[src/rtl/core/pcr_ram.sv]
// Generic simple dual-port RAM with one write port and a registered read.
// No dependencies.
`timescale 1ns / 1ps

module pcr_ram #(
   parameter int WIDTH = 64,
   parameter int DEPTH = 64,
   parameter int AW    = 6
) (
   input  logic             clock,
   input  logic             we,
   input  logic [AW-1:0]    waddr,
   input  logic [WIDTH-1:0] wdata,
   input  logic [AW-1:0]    raddr,
   output logic [WIDTH-1:0] rdata
);
   logic [WIDTH-1:0] mem_ff [DEPTH];
   logic [WIDTH-1:0] rdata_ff;

   always_ff @(posedge clock) begin
      if (we) begin
         mem_ff[waddr] <= wdata;
      end
      rdata_ff <= mem_ff[raddr];
   end

   assign rdata = rdata_ff;
endmodule

[config.mk]
export PLATFORM = sky130hd
export DESIGN_NAME = pcr_ram
export DESIGN_NICKNAME = d
export VERILOG_FILES = /design/src/rtl/core/pcr_ram.sv
export SDC_FILE = /design/constraint.sdc
export NUM_CORES = 2
export LEC_CHECK = 0
export ABC_CLOCK_PERIOD_IN_PS = 7800
export BUFFER_PORTS_ARGS = -buffer_cell sky130_fd_sc_hd__clkbuf_2
export CAP_MARGIN = 20
export CELL_PAD_IN_SITES_DETAIL_PLACEMENT = 1
export CELL_PAD_IN_SITES_GLOBAL_PLACEMENT = 1
export CORE_UTILIZATION = 40
export DETAILED_ROUTE_END_ITERATION = 8
export GPL_TIMING_DRIVEN = 0
export PLACE_DENSITY = 0.56
export SLEW_MARGIN = 30
export SYNTH_ARGS = -nofsm -noshare
export SYNTH_HDL_FRONTEND = slang
export SYNTH_SLANG_ARGS = --single-unit
[constraint.sdc]
create_clock -name clock -period 7.8 [get_ports clock]
set_clock_uncertainty 0.1 [all_clocks]
set_input_delay 0.78 -clock clock [delete_from_list [all_inputs] [get_ports clock]]
set_output_delay 0.78 -clock clock [all_outputs]
set_load 0.01 [all_outputs]
; ---- After elaboration in Yosys (flattened, before gate mapping)
; Memories as Yosys holds them, arrays and structs flattened. A register that Yosys moved wholly into a read port is not among the register bits.
; Index checks and enable logic that the tools add are counted.
[totals]
memories = 1
ram_bits = 4096
register_bits = 0
elab_cells = 3
[mem_list]
columns = memory, depth, word_bits, rd, rd_ports_with_merged_regs, wr, line_no
row1 = mem_ff, 64, 64, 1, 1, 1, 17  ; logic [WIDTH-1:0] mem_ff [DEPTH];
[op_classes]
mux = 2
[op_table]
columns = op, count
row1 = 1-bit two-way mux, 2

; ---- Depth between registers and ports, before layout
[depth]
ltp_word = 2
depth_mapped = 9
mapped_depth_nobuf = 5

; ---- Worst setup path before layout
; OpenSTA, ideal clock, no wires.
[synth_path]
path_type = input -> register
from = input port waddr[3]
to = memory mem_ff[48][0] (enable)
slack_ps = 1484
path_stages = 4
arrival_ps = 5652
cell_sequence = clkbuf_1 > nor2b_1 > nand4b_1 > nor3_1
[synth_rtl]
columns = item, line_no
row1 = start: declaration, 12  ; input logic [AW-1:0] waddr,
row2 = end: declaration, 17
; No word-level cell before the write port.

==> metrics.txt <==
Synth Net Count=roughly 6,700; Clk pin slew, worst setup/hold paths=roughly 0.060 ns; fillers=around 34,000; post-CTS setup buffer count=0; Critical Path RT=between 8 and 9 ns; initial antenna violation count=45; Setup TNS=0 ns; initial core utilization=about two fifths; Flop pwr share=around 52%; YS warnings=0; layout cells sized above 1=a little under a third; met3 Resource Use GR=3.32%; XOR/XNOR Fraction of Synth Area=0%; final cycle utilization of the critical path=about 58%; maxcap violations=0; hold depth=1; Synth Area in Simple Gates=between 1 and 1.5%; Tot GR Track Use=23.9%; largest family of logic cells by synthesized area=multiplexers; compound-gate portion of the synthesized area=about 2.5%; CTS root buf=clkbuf_16; Arr. time, crit path=5.19 ns; Max Buffers Root-to-Sink=4; setup violators final=0; first-pass GRT wire length=between 600,000 and 700,000 um; VDD IR-drop max=about 0.00021 V; total power=about 48,000 uW; pwr/cell area=between 200 and 300 mW/mm^2; placed cell area=between 0.15 and 0.2 mm^2; RSZ-0062 raised after global routing=no; cell-internal power=~38,000 uW; clock sink count=4,160; Via density=about 6; clock power share=43.1%; critical setup path kind=in2reg; post-synthesis cell count=roughly 6,600; Initial DRC Count=between 8,000 and 9,000; WL per Instance=36.0 um; crit path time final=4.52 ns; number of max-slew violations in the final report=0; antenna-violating nets left=0; Yosys top cell by area=edfxtp_1; P&R area growth vs syn=19.6%; CP max FO=10; clock latency on the worst-skew pair=0.98 ns; status=finished, violations left; largest net degree at the start of global routing=65; number of synthesized register bits=around 4,200; final instance area=between 0.15 and 0.2 mm^2; H-tree lvl count=5; site row count=between 200 and 250; GRT overflow=0; Layout Utilization=roughly half; Avg Cell Area, Syn=23.7 um^2; post-synthesis mux area share=15.6%; Peak Freq=about 220 MHz; R2R cell count=5; switching part of the total=a little over a fifth; Final Hold Viols=0; met2 usage=between 30% and 40%; most used cell, CP=buf_2; Synth cell types=33; CP peak stage delay=0.87 ns; Worst Setup End Kind=flip-flop; Leak=approximately 0.059 uW; Port Buffers=~130; highest-count cells in the layout ignoring fill and taps=edfxtp_1, mux4_2, clkbuf_16; slowest cell on the critical path=a211oi_1; post-synth top area share=just under 80%; dpl hpwl=approximately 330,000 um; first-pass iteration count of the detailed router=7; vias in the first global route=between 70,000 and 80,000; failing checks=DRC; Total Wirelength=~470,000 um; GR Util met1=around 34%; Top Ports=approximately 140; Worst slew margin=26.2%; TritonCTS clock tree=yes; nets=between 7,000 and 8,000; Mapped Area=roughly 0.16 mm^2; hold slack=roughly 0.16 ns; Die Span Y=between 600 and 700 um; cts bufs inserted=440; die width=~630 um; Logic pwr share=under 10%; gr busiest metal=met2; Core Footprint=0.389 mm^2; DRC=24; top post-synthesis cells by area=edfxtp_1, mux4_2, mux2i_1; Seq/Total Area, Yosys=roughly 79%; worst min path class=in2reg; CTS Hold Bufs=0; die area=around 0.4 mm^2; Vias=between 70,000 and 80,000; RD Place Congestion=0.793; sw power=~11,000 uW; Critical Path, Cell by Cell=buf_2 -> buf_4 -> buf_2 -> buf_2 -> buf_4 -> mux2i_1 -> o22ai_1 -> a31oi_1 -> a211oi_1; commonest non-fill, non-tap cell in the layout=edfxtp_1; Tightest Pin Transition=about 1.1 ns; Gates resized, CTS repair=0; adder-cell share of the synthesized area=0%; CP startpoint kind=primary input
registers in the layout (all words and copies together) (netlist names):
name / cells
mem_ff: 4096
rdata: 64
layout make-up:
| cell class | instances | area (um^2) | share of cell area, % |
|---|---|---|---|
| Timing Repair Buffer | 472 | 9200 | 4.92 |
| Multi-Input combinational cell | 2049 | 30900 | 16.5 |
| Clock inverter | 248 | 2370 | 1.27 |
| Clock buffer | 559 | 11800 | 6.30 |
| Inverter | 19 | 71.3 | 0.0381 |
| Buffer | 370 | 1810 | 0.966 |
| Tap cell | 5197 | 6500 | 3.48 |
| Sequential cell | 4160 | 124000 | 66.5 |
| Antenna cell | 21 | 52.6 | 0.0281 |
cell usage after synthesis, drive strengths merged:
cell type     n
nand4         2
a22oi       168
edfxtp     4096
a211oi       63
and2          3
nand3        45
dfxtp        64
nor2b        28
or3b          1
a22o         88
nand3b        2
buf         230
o221ai       38
a31oi        18
a41oi        26
a2bb2oi      19
mux2i       135
or3          29
nor2        112
mux4       1024
nand2b       11
clkbuf      140
nand2        58
inv          19
nand4b        1
o22ai        83
and3         64
nor3          2
or2          28
a31o          1
path summary, 6_finish.rpt:
| kind | start | endpoint | slack, ns |
|---|---|---|---|
| setup / recovery | raddr[2] | rdata[7] | 3.28 |
| hold reg to reg | mem_ff[60][46] | rdata[46] | 0.85 |
| setup reg to reg | mem_ff[62][39] | rdata[39] | 4.78 |
| hold / removal | wdata[42] | mem_ff[23][42] | 0.16 |
worst max-delay path: cells and delay by family:
kind,cells,cell delay [ns]
mux,1,0.14
buf+inv,5,2.21
compound gates,3,1.92
power by group through the flow:
stage / sequential [uW] / clock [uW] / combinational [uW]
finish: 24800 / 20700 / 2570
global route: 24800 / 21800 / 2680
CTS: 24800 / 21100 / 2600
detailed placement: 25300 / 0 / 2590
global placement: 25300 / 0 / 2420
floorplan: 25300 / 0 / 1150
logic make-up after synthesis:
family | count (synthesis)
DFF | 4160
muxes | 1159
AOI/OAI and AO/OA | 504
buffers and inverters | 389
and+or+nand+nor | 386
layer usage:
layer | vias up | share of wire (%)
li1 | 30500 | -
met1 | 42500 | 42
met5 | - | 0.019
met2 | 3019 | 48
met3 | 646 | 6.5
met4 | 8 | 3.5
metrics by stage:
step,setup WS [ns],cells
after floorplan,1.48,6598
after global placement,-6.40,11900
after detailed placement,2.37,12300
after CTS,3.42,13100
after global routing,3.54,13100
final,3.28,13100
Note: power is estimated with default switching activity, not from simulation.
