## src/rtl/core/pcr_pkg.sv

```systemverilog
// Package for the particle collision resolver: widths, codes, state and
// operation types and the saturation helper. No dependencies.
`timescale 1ns / 1ps

package pcr_pkg;

   localparam int MAX_PARTICLES_DEF = 64;

   localparam int POS_W   = 24;
   localparam int RAD_W   = 16;
   localparam int IDX_W   = 6;
   localparam int CNT_W   = 7;
   localparam int COEF_W  = 16;
   localparam int CTC_W   = 6;
   localparam int SLOT_W  = 2 * POS_W + RAD_W;
   localparam int RSUM_W  = RAD_W + 1;
   localparam int DIFF_W  = POS_W + 1;
   localparam int SQ_W    = 2 * DIFF_W;
   localparam int MAG_W   = SQ_W + 1;
   localparam int ROOT_W  = 2 * RSUM_W;
   localparam int NUM_W   = 2 * RSUM_W;
   localparam int CMP_W   = 16;
   localparam int CSR_IDX_W = 2;
   localparam int REQ_DATA_W = 72;
   localparam int RSP_DATA_W = 80;

   localparam logic [POS_W-1:0] POS_MAX = {1'b0, {(POS_W-1){1'b1}}};
   localparam logic [POS_W-1:0] POS_MIN = {1'b1, {(POS_W-1){1'b0}}};
   localparam logic [CTC_W-1:0] CTC_MAX = {CTC_W{1'b1}};
   localparam logic [COEF_W-1:0] COEF_RESET = 16'h8000;

   typedef enum logic [1:0] {
      MODE_WRITE   = 2'd0,
      MODE_RESOLVE = 2'd1,
      MODE_READ    = 2'd2,
      MODE_NONE    = 2'd3
   } pcr_mode_type;

   typedef enum logic [CSR_IDX_W-1:0] {
      CSR_COEFF = 2'd0,
      CSR_COUNT = 2'd1
   } pcr_csr_type;

   typedef enum logic [3:0] {
      S_IDLE, S_DISPATCH, S_SUBJ, S_FETCH, S_PART, S_SQR, S_MAG,
      S_ROOT, S_DEL, S_DIVGO, S_DIVWAIT, S_APPLY, S_STORE, S_FINISH
   } pcr_state_type;

   typedef enum logic [2:0] {
      OP_SHS, OP_SHP, OP_QSX, OP_QSY, OP_QPX, OP_QPY
   } pcr_op_type;

   // Clamp a widened signed sum to the signed position range.
   function automatic logic [POS_W-1:0] sat_pos(input logic signed [POS_W+1:0] v);
      logic signed [POS_W+1:0] hi;
      logic signed [POS_W+1:0] lo;
      hi = {{2{1'b0}}, POS_MAX};
      lo = {{2{1'b1}}, POS_MIN};
      if (v > hi) begin
         sat_pos = POS_MAX;
      end else if (v < lo) begin
         sat_pos = POS_MIN;
      end else begin
         sat_pos = v[POS_W-1:0];
      end
   endfunction

endpackage

```

## src/rtl/core/pcr_div.sv

```systemverilog
// Iterative restoring divider, one quotient bit per cycle.
// Depends on pcr_pkg for default widths.
`timescale 1ns / 1ps

module pcr_div #(
   parameter int NW = pcr_pkg::NUM_W,
   parameter int DW = pcr_pkg::RSUM_W
) (
   input  logic          clock,
   input  logic          reset,
   input  logic          start,
   input  logic [NW-1:0] num,
   input  logic [DW-1:0] den,
   output logic          busy,
   output logic          done,
   output logic [NW-1:0] quo
);
   localparam int CW = $clog2(NW + 1);

   logic          busy_ff;
   logic          done_ff;
   logic [CW-1:0] cnt_ff;
   logic [NW-1:0] quo_ff;
   logic [DW-1:0] rem_ff;
   logic [DW-1:0] den_ff;
   logic [DW:0]   shifted;
   logic          fits;

   assign shifted = {rem_ff, quo_ff[NW-1]};
   assign fits    = shifted >= {1'b0, den_ff};

   always_ff @(posedge clock) begin
      if (reset) begin
         busy_ff <= 1'b0;
         done_ff <= 1'b0;
         cnt_ff  <= '0;
      end else begin
         done_ff <= 1'b0;
         if (start) begin
            busy_ff <= 1'b1;
            cnt_ff  <= CW'(NW);
         end else if (busy_ff) begin
            cnt_ff <= cnt_ff - 1'b1;
            if (cnt_ff == CW'(1)) begin
               busy_ff <= 1'b0;
               done_ff <= 1'b1;
            end
         end
      end
   end

   always_ff @(posedge clock) begin
      if (start) begin
         quo_ff <= num;
         rem_ff <= '0;
         den_ff <= den;
      end else if (busy_ff) begin
         quo_ff <= {quo_ff[NW-2:0], fits};
         rem_ff <= fits ? DW'(shifted - {1'b0, den_ff}) : shifted[DW-1:0];
      end
   end

   assign busy = busy_ff;
   assign done = done_ff;
   assign quo  = quo_ff;

`ifndef SYNTH
   a_no_restart: assert property (@(posedge clock) disable iff (reset)
      start |-> !busy_ff) else $error("divider restarted while busy");
   a_done_ends_busy: assert property (@(posedge clock) disable iff (reset)
      done_ff |-> !busy_ff) else $error("divider done while still busy");
   a_rem_below_den: assert property (@(posedge clock) disable iff (reset)
      busy_ff |-> (rem_ff < den_ff)) else $error("divider remainder out of range");
`endif
endmodule

```

## config.mk

```make
export PLATFORM = sky130hd
export DESIGN_NAME = pcr_div
export DESIGN_NICKNAME = d
export VERILOG_FILES = /design/src/rtl/core/pcr_pkg.sv /design/src/rtl/core/pcr_div.sv
export SDC_FILE = /design/constraint.sdc
export NUM_CORES = 1
export LEC_CHECK = 0
export BUFFER_PORTS_ARGS = -buffer_cell sky130_fd_sc_hd__buf_4
export CORE_AREA = 2 2 93 86
export DETAILED_ROUTE_END_ITERATION = 8
export DIE_AREA = 0 0 95 88
export HOLD_SLACK_MARGIN = 0.06
export PLACE_DENSITY = 0.78
export SLEW_MARGIN = 20
export SYNTH_ARGS = -nofsm -noshare
export SYNTH_HDL_FRONTEND = slang
export SYNTH_SLANG_ARGS = --single-unit
```

## constraint.sdc

```tcl
create_clock -name clock -period 3.9 [get_ports clock]
set_clock_uncertainty 0.1 [all_clocks]
set_input_delay 0.975 -clock clock [delete_from_list [all_inputs] [get_ports clock]]
set_output_delay 0.975 -clock clock [all_outputs]
set_load 0.005 [all_outputs]
```

# Word-level counts from Yosys, hierarchy flattened
# Index checks and enable logic that the tools add are counted.
# Widths: inputs -> output; s select.
[word_totals] output_inout_bits=36 wordCells=24 reg_bits=76 in_bits=54
[op_classes] mux=9 n_reduce_logical=3 bitwise=1 order_cmp=1 add_sub_neg=2 n_eq_ne=1
[ops] operator="$mux 34" n=2
[ops] operator="$ge 18x17->1" n=1
[ops] operator="$mux 17" n=1
[ops] operator="$sub 17x17->17" n=1
[ops] operator="$mux 6" n=2
[ops] operator="$eq 6x1->1 const B" n=1
[ops] operator="$sub 6x1->6 const B" n=1
[ops] operator="$mux 1" n=4
[ops] operator="$reduce_or 3->1" n=1
[ops] operator="$reduce_bool 2->1" n=1
[ops] operator="$reduce_or 2->1" n=1
[ops] operator="$not 1->1" n=1

# Longest topological paths before layout
# Gate-level depths: netlist (run 1).
[depth] ltp_word=4 ltp_mapped=11 mapped_depth_nobuf=10

# Least setup slack after synthesis (run 1)
# Ideal clock, no wire load.
[synth_path] kind="input port to flip-flop" start="input start" end="register quo_ff[0] (netlist: quo[0]), enable pin" arrival_ns=2.118 n_path_buf=2 stages=4 required_time_ns=3.411 setup_slack_ns=1.294 setup_time_ns=0.389 path_cell_list="clkbuf_1 nor2_1 clkbuf_1 inv_1"
[synth_via] elab_chain_cells=1
[synth_lines] item="start: declaration" line="pcr_div.sv:11" text="input logic start,"
[synth_lines] item="$reduce_bool 2->1 (no line)"
[synth_lines] item="end signal: assignment" line="pcr_div.sv:54" text="quo_ff <= num;"
[synth_lines] item="end signal: assignment" line="pcr_div.sv:58" text="quo_ff <= {quo_ff[NW-2:0], fits};"
[synth_lines] item="end: declaration" line="pcr_div.sv:23" text="logic [NW-1:0] quo_ff;"
# Every way passes these cells.
# A chain may end at the register's enable or synchronous reset.

# Worst setup path after layout (run 1)
[layout_path] start="register quo_ff[33] (netlist: quo[33])" end="register rem_ff[0]"
[layout_via] elab_chain_cells=2 elab_cells_between_ends=3 classes_between="add/sub: 1; order compare: 1; mux: 1"
[layout_lines] item="$sub 17x17->17 or $ge 18x17->1 (tied branches)" line="pcr_div.sv:59, pcr_div.sv:30"
[layout_lines] item="$mux 17 (*)" line="pcr_div.sv:59" text="rem_ff <= fits ? DW'(shifted - {1'b0, den_ff}) : shifted[DW-1:0];"
[layout_lines] item="end signal: assignment" line="pcr_div.sv:59"
[layout_lines] item="end: declaration" line="pcr_div.sv:24" text="logic [DW-1:0] rem_ff;"
# Mark *: on every way between the ends. The rest lies on a longest branch, timed or not.

==> results.sh, run 1 <==
export IMPL_synth_fp_nets=427
export IMPL_worst_path_buf_inv=3
export IMPL_cts_buffer_depth=2
export IMPL_cts_made_buffers=9
export IMPL_globalRouteOverflowTotal=0
export IMPL_path_cells="inv_1 > ha_1 > inv_1 > fa_1 > a211oi_2 > o21ai_1 > o21ai_1 > o211ai_2 > buf_4 > mux2i_1 > a22o_1"
export IMPL_postCtsSetupBuffers=0
export IMPL_die_y_um=88
export IMPL_grt_use_met2_pct=37.7
export IMPL_cts_tree="built"
export IMPL_io_pins=90
export IMPL_hold_class="reg -> reg"
export IMPL_synth_ff_type="edfxtp_1"
export IMPL_vias=2996
export IMPL_crit_arrival_ns=3.19
export IMPL_nFillCells=567
export IMPL_crit_fanout=16
export IMPL_synth_edf_count=51
export IMPL_cp_slowest_cell="fa_1"
export IMPL_status="completed"
export IMPL_cpPeakStageDelay_ns=0.43
export IMPL_drtAntennaViolNets=0
export IMPL_path_clk_slew_ns=0.08
export IMPL_ys_seq_area_share_pct=51.7
export IMPL_worstHoldStart="rem_ff[10]"
export IMPL_io_buffer_count=89
export IMPL_timing_hold_violations_final=0
export IMPL_cts_root_buffer="clkbuf_8"
export IMPL_worst_hold_path_endpoint="rem_ff[10]"
export IMPL_die_w_um=95
export IMPL_wl_per_cell_um=16.1
export IMPL_drc=0
export IMPL_nets=518
export IMPL_async_reset_ff_share_pct=0
export IMPL_via_per_inst=5.50
export IMPL_finalMaxSlewViolations=0
export IMPL_r2r_end="rem_ff[0]"
export IMPL_use_met1_pct=27.6
export IMPL_die_area_um2=8360
export IMPL_grt_pass1_wl_um=14100
export IMPL_area_growth_synth_to_final_pct=25.5
export IMPL_cts_hold_buf=0
export IMPL_dp_hpwl_um=6350
export IMPL_wirelength_um=8780
export IMPL_hold_ws_ns=0.396
export IMPL_timing_rr_start="quo[33]"
export IMPL_fp_row_count=30
export IMPL_synth_cell_types=42
export IMPL_start_util_pct=53.1
export IMPL_rsz0062_at_grt="no"
export IMPL_postCtsResizedCells=0
export IMPL_reg2regPathDepth=11
export IMPL_syn_inst=353
export IMPL_finalCritPeriodShare_pct=78.2
export IMPL_drt_pre_antenna_iters=4
export IMPL_cp_start_kind="register"
export IMPL_htree_levels=3
export IMPL_syn_area_per_cell_um2=11.1
export IMPL_min_path_cells=2
export IMPL_grt_pass1_vias=2953
export IMPL_core_area_um2=7390
export IMPL_grt_start_max_net_pins=36
export IMPL_ys_warnings_count=0
export IMPL_cp_end_kind="register"
export IMPL_synth_area_um2=3930
export IMPL_worstSetupPathType="reg -> reg"
export IMPL_place_congestion=0.870
export IMPL_cts_sinks=76
export IMPL_track_usage_pct=22.2
export IMPL_tightest_slew_ns=0.839
export IMPL_p_leak_nw=2.03
export IMPL_setup_tns_ns=0
export IMPL_power_density_nw_per_um2=415
export IMPL_drive_above_1_share_pct=33.2
export IMPL_cp_top_family="compound AO/OA/AOI/OAI gates"
export IMPL_vdd_drop_max_mv=0.263
export IMPL_insertion_delay_ns=0.35
export IMPL_fmax_mhz=328
export IMPL_antenna_found_initial=0
export IMPL_maxSlewHeadroom_pct=43.9
export IMPL_period_minus_slack_ns=3.05
export IMPL_antenna_cells=0
export IMPL_setup_violations_final=0
export IMPL_drv_cap=0
export IMPL_cp_required_ns=4.03
export IMPL_grt_busiest_layer="met2"
export IMPL_synth_seq_cells=76
export IMPL_met3_usage_pct=6.11
export IMPL_r2r_slack_ns=0.85
export IMPL_drt_iter0_drc=158
## synthesized netlist by cell type (4+ instances only)
library cell  instances  area (um^2)
inv_1                23         86.3
ha_1                 19          238
mux2_2               34          383
nor2_1               26         97.6
clkbuf_1              8         30.0
nor3_1                6         30.0
nand2_1              34          128
edfxtp_1             51         1530
o2bb2a_1              4         40.0
mux2i_1              10          100
a211oi_1              5         37.5
a21o_1                4         30.0
a21oi_1              24          120
o21ai_0              22          110
dfxtp_1              25          500
xor2_1                5         43.8
xnor2_1              14          123
## worst reg2reg max path: cells and delay by family, from the launching register on
family | cells | cell delay [ns]
buf+inv | 3 | 0.48
flops | 1 | 0.39
mux | 1 | 0.13
compound gates | 5 | 1.24
fa+ha+maj | 2 | 0.60
## registers in the layout, summed over array words and instances, names as in the netlist
signal  flops
busy        1
den_ff     17
rem_ff     17
done        1
cnt_ff      6
quo        34
## worst max-delay path by stage
stage	start	endpoint	slack, ns	depth (start not counted)
after floorplan	start	quo[0]	1.29	4
after global placement	quo[33]	rem_ff[0]	0.99	11
after detailed placement	quo[33]	rem_ff[0]	0.89	11
after CTS	quo[33]	rem_ff[0]	0.86	11
after global routing	quo[33]	rem_ff[0]	0.61	11
final	quo[33]	rem_ff[0]	0.85	11
## cells in the final DEF (no fill, tap or decap), types with 3 or more instances in the layout
master      n
a211oi_1    5
a21o_1      4
a21oi_1    24
buf_4      94
bufinv_16   3
clkbuf_8    9
dfxtp_1    25
edfxtp_1   51
ha_1       19
inv_1      23
mux2_2     34
mux2i_1    10
nand2_1    34
nand2b_1    3
nor2_1     26
nor3_1      6
o21ai_0    22
o21ai_1     3
o2bb2a_1    4
xnor2_1    14
xor2_1      5
## area by class of cell
cell class                      count  area [um^2]  area share (%)
Multi-Input combinational cell    240         1750            35.4
Clock buffer                       10          128            2.59
Clock inverter                      6          113            2.28
Sequential cell                    76         2030            41.2
Tap cell                           96          120            2.44
Timing Repair Buffer               94          706            14.3
Inverter                           23         86.3            1.75
## per-stage QoR
| stage | area, um^2 | total power, mW | instances | worst slack [ns] | util, % |
|---|---|---|---|---|---|
| floorplan | 3930 | 1.18 | 353 | 1.29 | - |
| global placement | 4690 | 1.32 | 529 | 0.987 | 63.4 |
| detailed placement | 4690 | 1.33 | 529 | 0.889 | 63.4 |
| CTS | 4930 | 2.05 | 545 | 0.862 | 66.7 |
| global route | 4930 | 2.12 | 545 | 0.606 | 66.7 |
| finish | 4930 | 2.05 | 545 | 0.848 | 66.7 |
## logic make-up after synthesis
family          after synthesis  synth area share, %
compound gates               78                 12.6
xor+xnor                     19                 4.24
fa+ha+maj                    20                 6.56
buf+inv                      37                 3.85
flops                        76                 51.7
mux                          44                 12.3
simple gates                 79                 8.76
## report_power, final
| part | leakage [nW] | total, mW | internal [mW] | switching, mW |
|---|---|---|---|---|
| Sequential | 0.713 | 0.968 | 0.934 | 0.0342 |
| Combinational | 1.20 | 0.347 | 0.181 | 0.166 |
| Clock | 0.121 | 0.730 | 0.428 | 0.302 |
## routing by layer
metal,vias up,routed length (um)
met3,12,479
li1,1458,-
met2,92,4310
met5,-,0
met4,0,117
met1,1434,3870
No activity file was read; power rests on OpenSTA's default activity.
==> run 2, diff against run 1 <==
Clock period 3.9 ns to 2.91 ns, I/O delays scaled along.
==> run 2 against run 1 <==
Maximum frequency grew 16%; final cell count grew 0.37%; clock-buffer cell count shrank 1; die area is the same; non-clock buffer count grew 2; combinational power grew 36%; first-iteration DRC count grew 11%; clock power is essentially flat; critical endpoint is now rem_ff[7]; largest cell class unchanged.
==> results.sh, run 2 (synthesized netlist as in run 1, its figures left out) <==
export IMPL_status="completed"
export IMPL_antenna_cells=0
export IMPL_grt_pass1_vias=3036
export IMPL_area_growth_synth_to_final_pct=25.0
export IMPL_place_congestion=0.893
export IMPL_die_w_um=95
export IMPL_cts_buffer_depth=2
export IMPL_period_minus_slack_ns=2.64
export IMPL_cts_root_buffer="clkbuf_8"
export IMPL_wl_per_cell_um=16.1
export IMPL_tightest_slew_ns=0.648
export IMPL_mostFrequentLayoutCells="buf_4, edfxtp_1, mux2_2, nand2_1, nor2_1"
export IMPL_fin_util_pct=66.4
export IMPL_drc=0
export IMPL_fp_row_count=30
export IMPL_nets=520
export IMPL_fmax_mhz=378
export IMPL_drt_pre_antenna_iters=4
export IMPL_setup_violations_final=0
export IMPL_cp_start_kind="register"
export IMPL_via_per_inst=5.45
export IMPL_cts_tree="built"
export IMPL_setup_tns_ns=0
export IMPL_maxSlewHeadroom_pct=56.7
export IMPL_finalMaxSlewViolations=0
export IMPL_grt_pass1_wl_um=14500
export IMPL_power_density_nw_per_um2=509
export IMPL_path_clk_slew_ns=0.08
export IMPL_timing_hold_violations_final=0
export IMPL_drv_cap=0
export IMPL_cp_end_kind="register"
export IMPL_dp_hpwl_um=6460
export IMPL_crit_fanout=7
export IMPL_antenna_found_initial=0
export IMPL_cts_made_buffers=9
export IMPL_die_area_um2=8360
export IMPL_cts_hold_buf=0
export IMPL_p_leak_nw=2.02
export IMPL_largest_register_ff_count=34
export IMPL_drt_iter0_drc=175
export IMPL_cts_sinks=76
export IMPL_worstSetupPathType="reg -> reg"
export IMPL_postCtsSetupBuffers=0
export IMPL_crit_arrival_ns=2.80
export IMPL_cp_required_ns=3.06
export IMPL_core_area_um2=7390
export IMPL_finalCritPeriodShare_pct=90.8
export IMPL_wirelength_um=8820
export IMPL_htree_levels=3
export IMPL_vias=2983
export IMPL_drive_above_1_share_pct=34.1
export IMPL_drtAntennaViolNets=0
export IMPL_hold_class="reg -> reg"
export IMPL_postCtsResizedCells=0
export IMPL_die_y_um=88
export IMPL_insertion_delay_ns=0.35
export IMPL_final_common_cell="buf_4"
export IMPL_vdd_drop_max_mv=0.414
export IMPL_start_util_pct=53.1
export IMPL_grt_start_max_net_pins=37
export IMPL_io_pins=90
export IMPL_track_usage_pct=22.7
export IMPL_rsz0062_at_grt="no"
export IMPL_globalRouteOverflowTotal=0
export IMPL_io_buffer_count=89
run 2: changes by cell type in the layout (fill, tap and decap cells not counted):
cell,previous run,this run
clkinv_4,1,2
clkinvlp_4,0,2
o21ai_2,0,2
buf_12,0,2
clkinv_2,1,2
clkbuf_1,1,0
o21ai_1,3,1
bufinv_16,3,0
run 2: per-layer routing:
metal	share of wire (%)	global-route usage [%]	wire [um]	vias to the layer above
met5	0	0	0	-
li1	-	-	-	1465
met2	48	37.6	4260	100
met1	44	28.3	3860	1408
met4	1.3	6.72	119	0
met3	6.6	7.92	580	10
run 2: layout make-up:
| cell class | instances | area [um^2] |
|---|---|---|
| Tap cell | 96 | 120 |
| Fill cell | 615 | 2480 |
| Timing Repair Buffer | 96 | 746 |
| Clock buffer | 9 | 124 |
| Sequential cell | 76 | 2030 |
| Inverter | 23 | 86.3 |
| Clock inverter | 7 | 51.3 |
| Multi-Input combinational cell | 240 | 1750 |
run 2: where the power goes:
part	internal (mW)	total [mW]	leakage, nW	switching (mW)
Sequential	1.25	1.30	0.713	0.0498
Clock	0.312	0.727	0.0856	0.415
Combinational	0.247	0.471	1.22	0.224
run 2: path summary, 6_finish.rpt:
kind / startpoint / endpoint / slack (ns) / cells past startpoint
hold reg to reg: rem_ff[1] / rem_ff[1] / 0.39 / 2
setup reg to reg: quo[33] / rem_ff[7] / 0.27 / 11
setup / recovery: quo[33] / rem_ff[7] / 0.27 / 11
hold / removal: rem_ff[1] / rem_ff[1] / 0.39 / 2
run 2: critical path: stages (launching register included):
cell and delay [ns]:
edfxtp_1 0.39, inv_1 0.09, ha_1 0.17, inv_1 0.06, fa_1 0.43, a211oi_2 0.27
o21ai_2 0.13, o21ai_2 0.18, o211ai_2 0.15, buf_4 0.22, mux2i_1 0.13, a211oi_1 0.24
run 2: through the flow:
| step | setup slack, ns | instance area (um^2) | std cells | hold slack [ns] | power (mW) |
|---|---|---|---|---|---|
| floorplan | 0.309 | 3930 | 353 | 0.353 | 1.58 |
| global placement | 0.346 | 4730 | 531 | 0.374 | 1.78 |
| detailed placement | 0.239 | 4730 | 531 | 0.381 | 1.79 |
| CTS | 0.194 | 4900 | 547 | 0.396 | 2.52 |
| global route | 0.0283 | 4910 | 547 | 0.410 | 2.62 |
| finish | 0.268 | 4910 | 547 | 0.392 | 2.50 |
